==> src/hdl/mct_pkg.sv <==
// Shared types, codes and the microcode table of the March C test controller.
package mct_pkg;

    localparam logic [7:0] PAT_ZERO = 8'h00;
    localparam logic [7:0] PAT_ONES = 8'hFF;

    // Configuration register indexes
    localparam logic [1:0] CFG_BASE_ADDRESS  = 2'd0;
    localparam logic [1:0] CFG_REGION_LENGTH = 2'd1;
    localparam logic [1:0] CFG_SAVE_RESTORE  = 2'd2;

    typedef enum logic [3:0] {
        STEP_IDLE    = 4'd0,
        STEP_SAVE    = 4'd1,
        STEP_M0      = 4'd2,
        STEP_M1      = 4'd3,
        STEP_M2      = 4'd4,
        STEP_M3      = 4'd5,
        STEP_M4      = 4'd6,
        STEP_M5      = 4'd7,
        STEP_RESTORE = 4'd8,
        STEP_FINISH  = 4'd9
    } t_step;

    typedef enum logic [1:0] {
        OP_NONE  = 2'd0,
        OP_READ  = 2'd1,
        OP_WRITE = 2'd2
    } t_op;

    // One control word per step
    typedef struct packed {
        t_op        op;          // access issued by the step
        logic       use_buf;     // write data comes from the save buffer
        logic [7:0] wdata;       // write pattern (also the read-modify-write pattern)
        logic [7:0] expected;    // pattern a read must return
        logic       rmw;         // a returned read is followed by a write
        logic       capture;     // a returned read goes into the save buffer
        logic       desc;        // walk the region downward
        t_step      next;        // step entered at the end of the region
        t_step      alt;         // jump target when restore is disabled
        logic       alt_no_save; // take alt when the run does not save
    } t_ctrl;

    typedef struct packed {
        logic [15:0] base_address;
        logic [8:0]  region_length;
        logic        save_restore;
    } t_cfg;

    typedef struct packed {
        logic       start_req;
        logic [7:0] read_data;
    } t_in_item;

    typedef struct packed {
        logic [15:0] mem_address;
        logic        mem_write_enable;
        logic        mem_read_enable;
        logic [7:0]  mem_write_data;
        logic        busy_res;
        logic        done_res;
        logic        test_error;
    } t_out_item;

    function automatic t_ctrl ucode(input t_step s);
        t_ctrl c;
        c = '0;
        case (s)
            STEP_SAVE: begin
                c.op = OP_READ;   c.capture = 1'b1; c.next = STEP_M0;
            end
            STEP_M0: begin
                c.op = OP_WRITE;  c.wdata = PAT_ZERO; c.next = STEP_M1;
            end
            STEP_M1: begin
                c.op = OP_READ;   c.expected = PAT_ZERO; c.wdata = PAT_ONES;
                c.rmw = 1'b1;     c.next = STEP_M2;
            end
            STEP_M2: begin
                c.op = OP_READ;   c.expected = PAT_ONES; c.wdata = PAT_ZERO;
                c.rmw = 1'b1;     c.next = STEP_M3;
            end
            STEP_M3: begin
                c.op = OP_READ;   c.expected = PAT_ZERO; c.wdata = PAT_ONES;
                c.rmw = 1'b1;     c.desc = 1'b1; c.next = STEP_M4;
            end
            STEP_M4: begin
                c.op = OP_READ;   c.expected = PAT_ONES; c.wdata = PAT_ZERO;
                c.rmw = 1'b1;     c.desc = 1'b1; c.next = STEP_M5;
            end
            STEP_M5: begin
                c.op = OP_READ;   c.expected = PAT_ZERO; c.desc = 1'b1;
                c.next = STEP_RESTORE; c.alt = STEP_FINISH; c.alt_no_save = 1'b1;
            end
            STEP_RESTORE: begin
                c.op = OP_WRITE;  c.use_buf = 1'b1; c.next = STEP_FINISH;
            end
            default: begin
                c = '0;
            end
        endcase
        return c;
    endfunction

endpackage

==> src/hdl/mct_save_buffer.sv <==
// Save buffer RAM: one write port, one registered read port.
module mct_save_buffer #(
    parameter int DEPTH = 256,
    parameter int IW    = 8
) (
    input  logic          i_clk,
    input  logic          i_we,
    input  logic [IW-1:0] i_waddr,
    input  logic [7:0]    i_wdata,
    input  logic [IW-1:0] i_raddr,
    output logic [7:0]    o_rdata
);

    logic [7:0] mem [DEPTH];
    logic [7:0] r_rdata;

    always_ff @(posedge i_clk) begin
        if (i_we) begin
            mem[i_waddr] <= i_wdata;
        end
        r_rdata <= mem[i_raddr];
    end

    assign o_rdata = r_rdata;

endmodule

==> src/hdl/mct_sequencer.sv <==
// Microcoded March C sequencer: step counter, position counter and compare datapath.
module mct_sequencer
    import mct_pkg::*;
#(
    parameter int BUFFER_DEPTH = 256,
    parameter int ADDRESS_BITS = 16
) (
    input  logic      i_clk,
    input  logic      i_rst_n,
    input  logic      i_fire,
    input  t_in_item  i_item,
    input  t_cfg      i_cfg,
    output t_out_item o_result
);

    localparam int IW = $clog2(BUFFER_DEPTH);
    localparam int PW = $clog2(BUFFER_DEPTH + 1);
    localparam int CW = (PW > 9) ? PW : 9;

    typedef struct packed {
        t_step         step;
        logic [PW-1:0] pos;
    } t_cursor;

    t_step         r_step, n_step;
    logic [PW-1:0] r_pos, n_pos;
    logic          r_pend, n_pend;
    logic          r_mis, n_mis;
    logic [15:0]   r_run_base, n_run_base;
    logic [PW-1:0] r_run_len, n_run_len;
    logic          r_run_save, n_run_save;

    logic          buf_we;
    logic [7:0]    buf_rdata;
    t_out_item     res;

    // Step to the next position, or into the next step at the end of the region
    function automatic t_cursor advance(input t_cursor c, input logic [PW-1:0] len,
                                        input logic save);
        t_ctrl   cw;
        t_ctrl   nw;
        t_step   tgt;
        t_cursor r;
        logic    at_end;
        cw = ucode(c.step);
        r  = c;
        at_end = cw.desc ? (c.pos == '0) : (PW'(c.pos + PW'(1)) >= len);
        if (at_end) begin
            tgt    = (cw.alt_no_save && !save) ? cw.alt : cw.next;
            nw     = ucode(tgt);
            r.step = tgt;
            r.pos  = nw.desc ? PW'(len - PW'(1)) : '0;
        end else begin
            r.pos  = cw.desc ? PW'(c.pos - PW'(1)) : PW'(c.pos + PW'(1));
        end
        return r;
    endfunction

    function automatic logic [15:0] addr_of(input logic [15:0] base, input logic [PW-1:0] pos);
        logic [ADDRESS_BITS-1:0] a;
        a = ADDRESS_BITS'(ADDRESS_BITS'(base) + ADDRESS_BITS'(pos));
        return 16'(a);
    endfunction

    // Clamp the requested length to 1 .. BUFFER_DEPTH
    function automatic logic [PW-1:0] clamp_len(input logic [8:0] len);
        logic [CW-1:0] lx;
        lx = CW'(len);
        if (lx == '0) begin
            lx = CW'(1);
        end
        if (lx > CW'(BUFFER_DEPTH)) begin
            lx = CW'(BUFFER_DEPTH);
        end
        return PW'(lx);
    endfunction

    always_comb begin
        t_cursor       cur;
        t_ctrl         cw;
        t_ctrl         cw2;
        logic          do_issue;
        cur        = '{step: r_step, pos: r_pos};
        n_run_len  = r_run_len;
        n_run_save = r_run_save;
        n_run_base = r_run_base;
        n_pend     = r_pend;
        n_mis      = r_mis;
        res        = '0;
        buf_we     = 1'b0;
        do_issue   = 1'b0;
        cw         = ucode(r_step);
        cw2        = '0;

        if (i_fire) begin
            case (r_step)
                STEP_IDLE: begin
                    if (i_item.start_req) begin
                        n_run_len  = clamp_len(i_cfg.region_length);
                        n_run_save = i_cfg.save_restore;
                        n_run_base = i_cfg.base_address;
                        n_mis      = 1'b0;
                        n_pend     = 1'b0;
                        cur.step   = i_cfg.save_restore ? STEP_SAVE : STEP_M0;
                        cur.pos    = '0;
                        res.busy_res = 1'b1;
                        do_issue   = 1'b1;
                    end
                end
                STEP_FINISH: begin
                    res.done_res = 1'b1;
                    cur.step     = STEP_IDLE;
                    cur.pos      = '0;
                    n_pend       = 1'b0;
                end
                default: begin
                    res.busy_res = 1'b1;
                    if (r_pend) begin
                        n_pend = 1'b0;
                        if (cw.capture) begin
                            buf_we = 1'b1;
                        end else begin
                            if (i_item.read_data != cw.expected) begin
                                n_mis = 1'b1;
                            end
                            if (cw.rmw) begin
                                res.mem_write_enable = 1'b1;
                                res.mem_address      = addr_of(n_run_base, cur.pos);
                                res.mem_write_data   = cw.wdata;
                            end
                        end
                        cur      = advance(cur, n_run_len, n_run_save);
                        do_issue = !cw.rmw;
                    end else begin
                        do_issue = 1'b1;
                    end
                end
            endcase

            // Issue the access of the step now in effect
            if (do_issue) begin
                cw2 = ucode(cur.step);
                case (cw2.op)
                    OP_READ: begin
                        res.mem_read_enable = 1'b1;
                        res.mem_address     = addr_of(n_run_base, cur.pos);
                        n_pend              = 1'b1;
                    end
                    OP_WRITE: begin
                        res.mem_write_enable = 1'b1;
                        res.mem_address      = addr_of(n_run_base, cur.pos);
                        res.mem_write_data   = cw2.use_buf ? buf_rdata : cw2.wdata;
                        cur                  = advance(cur, n_run_len, n_run_save);
                    end
                    default: begin
                        res.mem_address = '0;
                    end
                endcase
            end
        end

        res.test_error = n_mis;
        n_step         = cur.step;
        n_pos          = cur.pos;
    end

    always_ff @(posedge i_clk) begin
        if (!i_rst_n) begin
            r_step <= STEP_IDLE;
            r_pos  <= '0;
            r_pend <= 1'b0;
            r_mis  <= 1'b0;
        end else begin
            r_step <= n_step;
            r_pos  <= n_pos;
            r_pend <= n_pend;
            r_mis  <= n_mis;
        end
        r_run_base <= n_run_base;
        r_run_len  <= n_run_len;
        r_run_save <= n_run_save;
    end

    // Read port follows the next position, so buf_rdata always holds the entry at r_pos
    mct_save_buffer #(
        .DEPTH (BUFFER_DEPTH),
        .IW    (IW)
    ) u_save_buffer (
        .i_clk   (i_clk),
        .i_we    (buf_we),
        .i_waddr (r_pos[IW-1:0]),
        .i_wdata (i_item.read_data),
        .i_raddr (n_pos[IW-1:0]),
        .o_rdata (buf_rdata)
    );

    assign o_result = res;

endmodule

==> config.mk <==
export PLATFORM = sky130hd
export DESIGN_NAME = mct_sequencer
export DESIGN_NICKNAME = d
export VERILOG_FILES = /design/src/hdl/mct_pkg.sv /design/src/hdl/mct_save_buffer.sv /design/src/hdl/mct_sequencer.sv
export SDC_FILE = /design/constraint.sdc
export NUM_CORES = 2
export LEC_CHECK = 0
export ABC_CLOCK_PERIOD_IN_PS = 14150
export BUFFER_PORTS_ARGS = -buffer_cell sky130_fd_sc_hd__buf_2
export CORE_MARGIN = 2
export CORE_UTILIZATION = 45
export CTS_CLUSTER_DIAMETER = 100
export DETAILED_ROUTE_END_ITERATION = 8
export GPL_ROUTABILITY_DRIVEN = 0
export PLACE_DENSITY = 0.58
export SYNTH_ARGS = -nofsm -noshare
export SYNTH_HDL_FRONTEND = slang
export SYNTH_SLANG_ARGS = --single-unit
==> constraint.sdc <==
create_clock -name i_clk -period 14.15 [get_ports i_clk]
set_input_delay 0.7075 -clock i_clk [delete_from_list [all_inputs] [get_ports i_clk]]
set_output_delay 0.7075 -clock i_clk [all_outputs]
set_load 0.01 [all_outputs]
==> flow_summary.yaml <==
status:
  result_of_the_run: "finished with violations"
  violations: "max-capacitance violations, max-slew violations"
sta:
  grt_setup_unrepaired: "no"
  timing.final.crit_share_pct: 82.5
  fin_setup_tns_ns: 0
  final_hold_viol_count: 0
  rel_slew_slack_pct: -2.34
  timing.fmax_mhz: 85.6
  final.setup.worst_slack_ns: 2.47
  final_max_slew_viol_count: 11
  finalCriticalPeriod_ns: 11.68
  final_count_of_negative_setup_slack_endpoints: 0
  worst_clock_skew_ns: 0.0525
  worst-slew-pin-transition_ns: 1.53
placed_design:
  hpwlAfterDp_mm: 188
  place_ws_ns: 2.93
  port_buffers: 66
  place.detailed.instances: 8075
power:
  internal_power_mw: 10.6
  p_switching_mw: 4.00
  power.density_nw_per_um2: 149
  combinationalPowerShare_pct: 14.5
  seq_power_share_pct: 47.3
  report.power.total_mw: 14.6
  sw_frac_of_total_pct: 27.4
  vdd_ir_drop_max_mv: 0.101
  leakagePower_nw: 31.9
  power_frac_clock_pct: 38.2
route:
  routed-via-count: 55300
  post-route-drc-count: 0
  initialDrtViolationCount: 9127
  drt-wirelength-per-cell_um: 35.6
  vias_per_cell: 6.52
  drt_antenna_net_count: 0
  route.final.wire_length_mm: 302
  drt-pass1-iter-count: 6
synthesis:
  synth-seq-area-share_pct: 71.5
  synth_async_sr_flop_share_pct: 0
  synth-main-ff-cell: "sky130_fd_sc_hd__edfxtp_1"
  synthDistinctLibCells: 104
  synth_fp_nets: 5743
  post_synth_inst_count: 5655
  synth-edff-count: 2074
  flop_and_latch_count_out_of_synthesis: 2097
  syn-mean-instance-area_sq_um: 15.5
  synthesis.yosys.warnings: 0
  post_synth_instance_area_sq_um: 87700
clock_network:
  clkSinkCount: 2097
  cts-htree-levels: 4
  post_cts_resize_count: 0
  source_to_sink_clock_delay_at_the_later_pin_of_the_worst_skew_pair_ns: 0.89
  cts_tree: "built"
  clkTransAtPathRegs_ns: 0.07
  clk_path_buf_depth: 3
  holdBufCountCts: 0
  postCtsSetupRepairBufs: 0
  cts_buffers: 212
  cts-root-buf: "sky130_fd_sc_hd__clkbuf_16"
hold_path:
  hp_class: "primary input to flop"
global_routing:
  overflow: 0
  largest_net_degree_at_the_start_of_global_routing: 177
  grt_first_pass_wirelength_mm: 417
  initial_antenna_violation_count: 20
  first_global_vias: 51800
  global_route_usage_sum_pct: 30.1
cells_and_area:
  layoutNonFillerInstCount: 8476
  layout.filler_cells: 16100
  syn_to_final_growth_pct: 11.6
  share_of_cells_above_drive_strength_1_pct: 14.5
  finish.utilization_pct: 50.4
  mostFrequentLayoutCells: "2074 x sky130_fd_sc_hd__edfxtp_1, 741 x sky130_fd_sc_hd__nand2_1, 412 x sky130_fd_sc_hd__nor2_1"
  layout.nets: 5835
  mostFrequentLayoutCell: "sky130_fd_sc_hd__edfxtp_1"
worst_setup_path:
  worst_path_largest_cell_delay_ns: 0.92
  worst_path_max_delay_cell: "sky130_fd_sc_hd__nand2_1"
  critPathArrivalTime_ns: 12.50
  crit_path_frequent_cell: "sky130_fd_sc_hd__ha_1"
  crit_required_ns: 14.97
  critical_path.endpoint_type: "flop"
  critical_path_class: "flop to flop"
  cp-start-kind: "flop"
  crit_path_max_fanout: 23
floorplanning:
  die_height_um: 445
  floorplan.die_area_sq_um: 198000
  design.core.area_sq_um: 194000
  std_cell_rows: 162
  chipWidth_um: 445
  effective_utilization_at_floorplan_pct: 45.2
  io_pins: 67
job:
  timing.max_cap.violations: 1
[final cells by class]
| class | count | area [sq um] | area share [%] |
|---|---|---|---|
| inverter | 48 | 180 | 0.184 |
| antenna | 10 | 25.0 | 0.0256 |
| clock buffer | 272 | 5590 | 5.71 |
| sequential | 2097 | 62700 | 64.1 |
| multi-input combinational | 3152 | 23100 | 23.6 |
| tap | 2542 | 3180 | 3.25 |
| clock inverter | 119 | 1250 | 1.27 |
| timing repair buffer | 236 | 1830 | 1.87 |
[critical path: cells and delay by family (launching register included)]
family	cells	cell delay [ns]
compound gates	12	3.88
xor+xnor	2	0.30
fa+ha+maj	4	1.23
buf+inv	3	1.20
flops	1	0.48
simple gates	11	4.42
[power groups by stage]
stage / clock network, mW / registers (mW) / logic (mW)
floorplan: 0 / 6.99 / 1.16
global placement: 0 / 7.03 / 2.04
detailed placement: 0 / 7.03 / 2.05
CTS: 5.59 / 6.90 / 2.06
global route: 5.83 / 6.90 / 2.17
finish: 5.57 / 6.90 / 2.11
[metal layers]
metal	GRT usage [%]	share of wire, %
met1	41.4	39
met2	44.6	44
met3	7.41	11
met4	15.2	5.5
met5	0	0.013
[cells by family after synthesis]
| kind of cell | count (synthesis) | synth area share (%) |
|---|---|---|
| buffers and inverters | 406 | 2.39 |
| AND/OR/NAND/NOR | 1613 | 8.01 |
| multiplexers | 551 | 9.61 |
| flip-flops | 2097 | 71.5 |
| AO/OA/AOI/OAI | 880 | 7.13 |
| adder cells (fa/ha/maj) | 50 | 0.731 |
| XOR/XNOR | 58 | 0.579 |
[registers in the layout, indices dropped and copies added (netlist names)]
register / flops
r_mis: 1
r_pend: 1
r_pos: 9
r_run_base: 16
r_run_len: 9
r_run_save: 1
r_step: 4
u_save_buffer.mem: 2048
u_save_buffer.o_rdata: 8
[path summary, 6_finish.rpt]
check / slack [ns] / to / start / depth (start not counted)
max: 2.47 / u_save_buffer.o_rdata[6]$_DFF_P_ / r_pos[0]$_SDFF_PN0_ / 32
min: 0.13 / r_run_base[7]$_DFFE_PP_ / i_cfg[17] / 3
max reg2reg: 2.47 / u_save_buffer.o_rdata[6]$_DFF_P_ / r_pos[0]$_SDFF_PN0_ / 32
min reg2reg: 0.60 / r_run_base[7]$_DFFE_PP_ / r_run_base[7]$_DFFE_PP_ / 2
[Yosys cell counts (22+ instances only)]
master,n,area [sq um]
sky130_fd_sc_hd__a2111oi_0,22,193
sky130_fd_sc_hd__a211oi_1,23,173
sky130_fd_sc_hd__a21oi_1,181,906
sky130_fd_sc_hd__a221oi_1,72,631
sky130_fd_sc_hd__a22oi_1,29,218
sky130_fd_sc_hd__a31oi_1,55,344
sky130_fd_sc_hd__a32oi_1,52,455
sky130_fd_sc_hd__and3_1,27,169
sky130_fd_sc_hd__buf_2,98,490
sky130_fd_sc_hd__buf_4,58,435
sky130_fd_sc_hd__buf_6,29,327
sky130_fd_sc_hd__clkbuf_1,153,574
sky130_fd_sc_hd__dfxtp_1,23,460
sky130_fd_sc_hd__edfxtp_1,2074,62300
sky130_fd_sc_hd__ha_1,48,601
sky130_fd_sc_hd__inv_1,45,169
sky130_fd_sc_hd__mux2i_1,306,3060
sky130_fd_sc_hd__mux4_2,231,5200
sky130_fd_sc_hd__nand2_1,744,2790
sky130_fd_sc_hd__nand3_1,202,1010
sky130_fd_sc_hd__nand4_1,37,231
sky130_fd_sc_hd__nor2_1,421,1580
sky130_fd_sc_hd__nor2b_1,25,156
sky130_fd_sc_hd__nor3_1,49,245
sky130_fd_sc_hd__o211ai_1,36,270
sky130_fd_sc_hd__o21ai_0,123,616
sky130_fd_sc_hd__o22ai_1,55,344
sky130_fd_sc_hd__xnor2_1,44,385
[metrics by stage]
| step | hold slack (ns) | cell area [sq um] |
|---|---|---|
| final | 0.133 | 97900 |
| after floorplan | 0.543 | 87700 |
| after detailed placement | 0.592 | 91000 |
| after CTS | 0.0980 | 97800 |
| after global placement | 0.573 | 91000 |
| after global routing | 0.131 | 97800 |
Power figures use the tool's default switching activity.
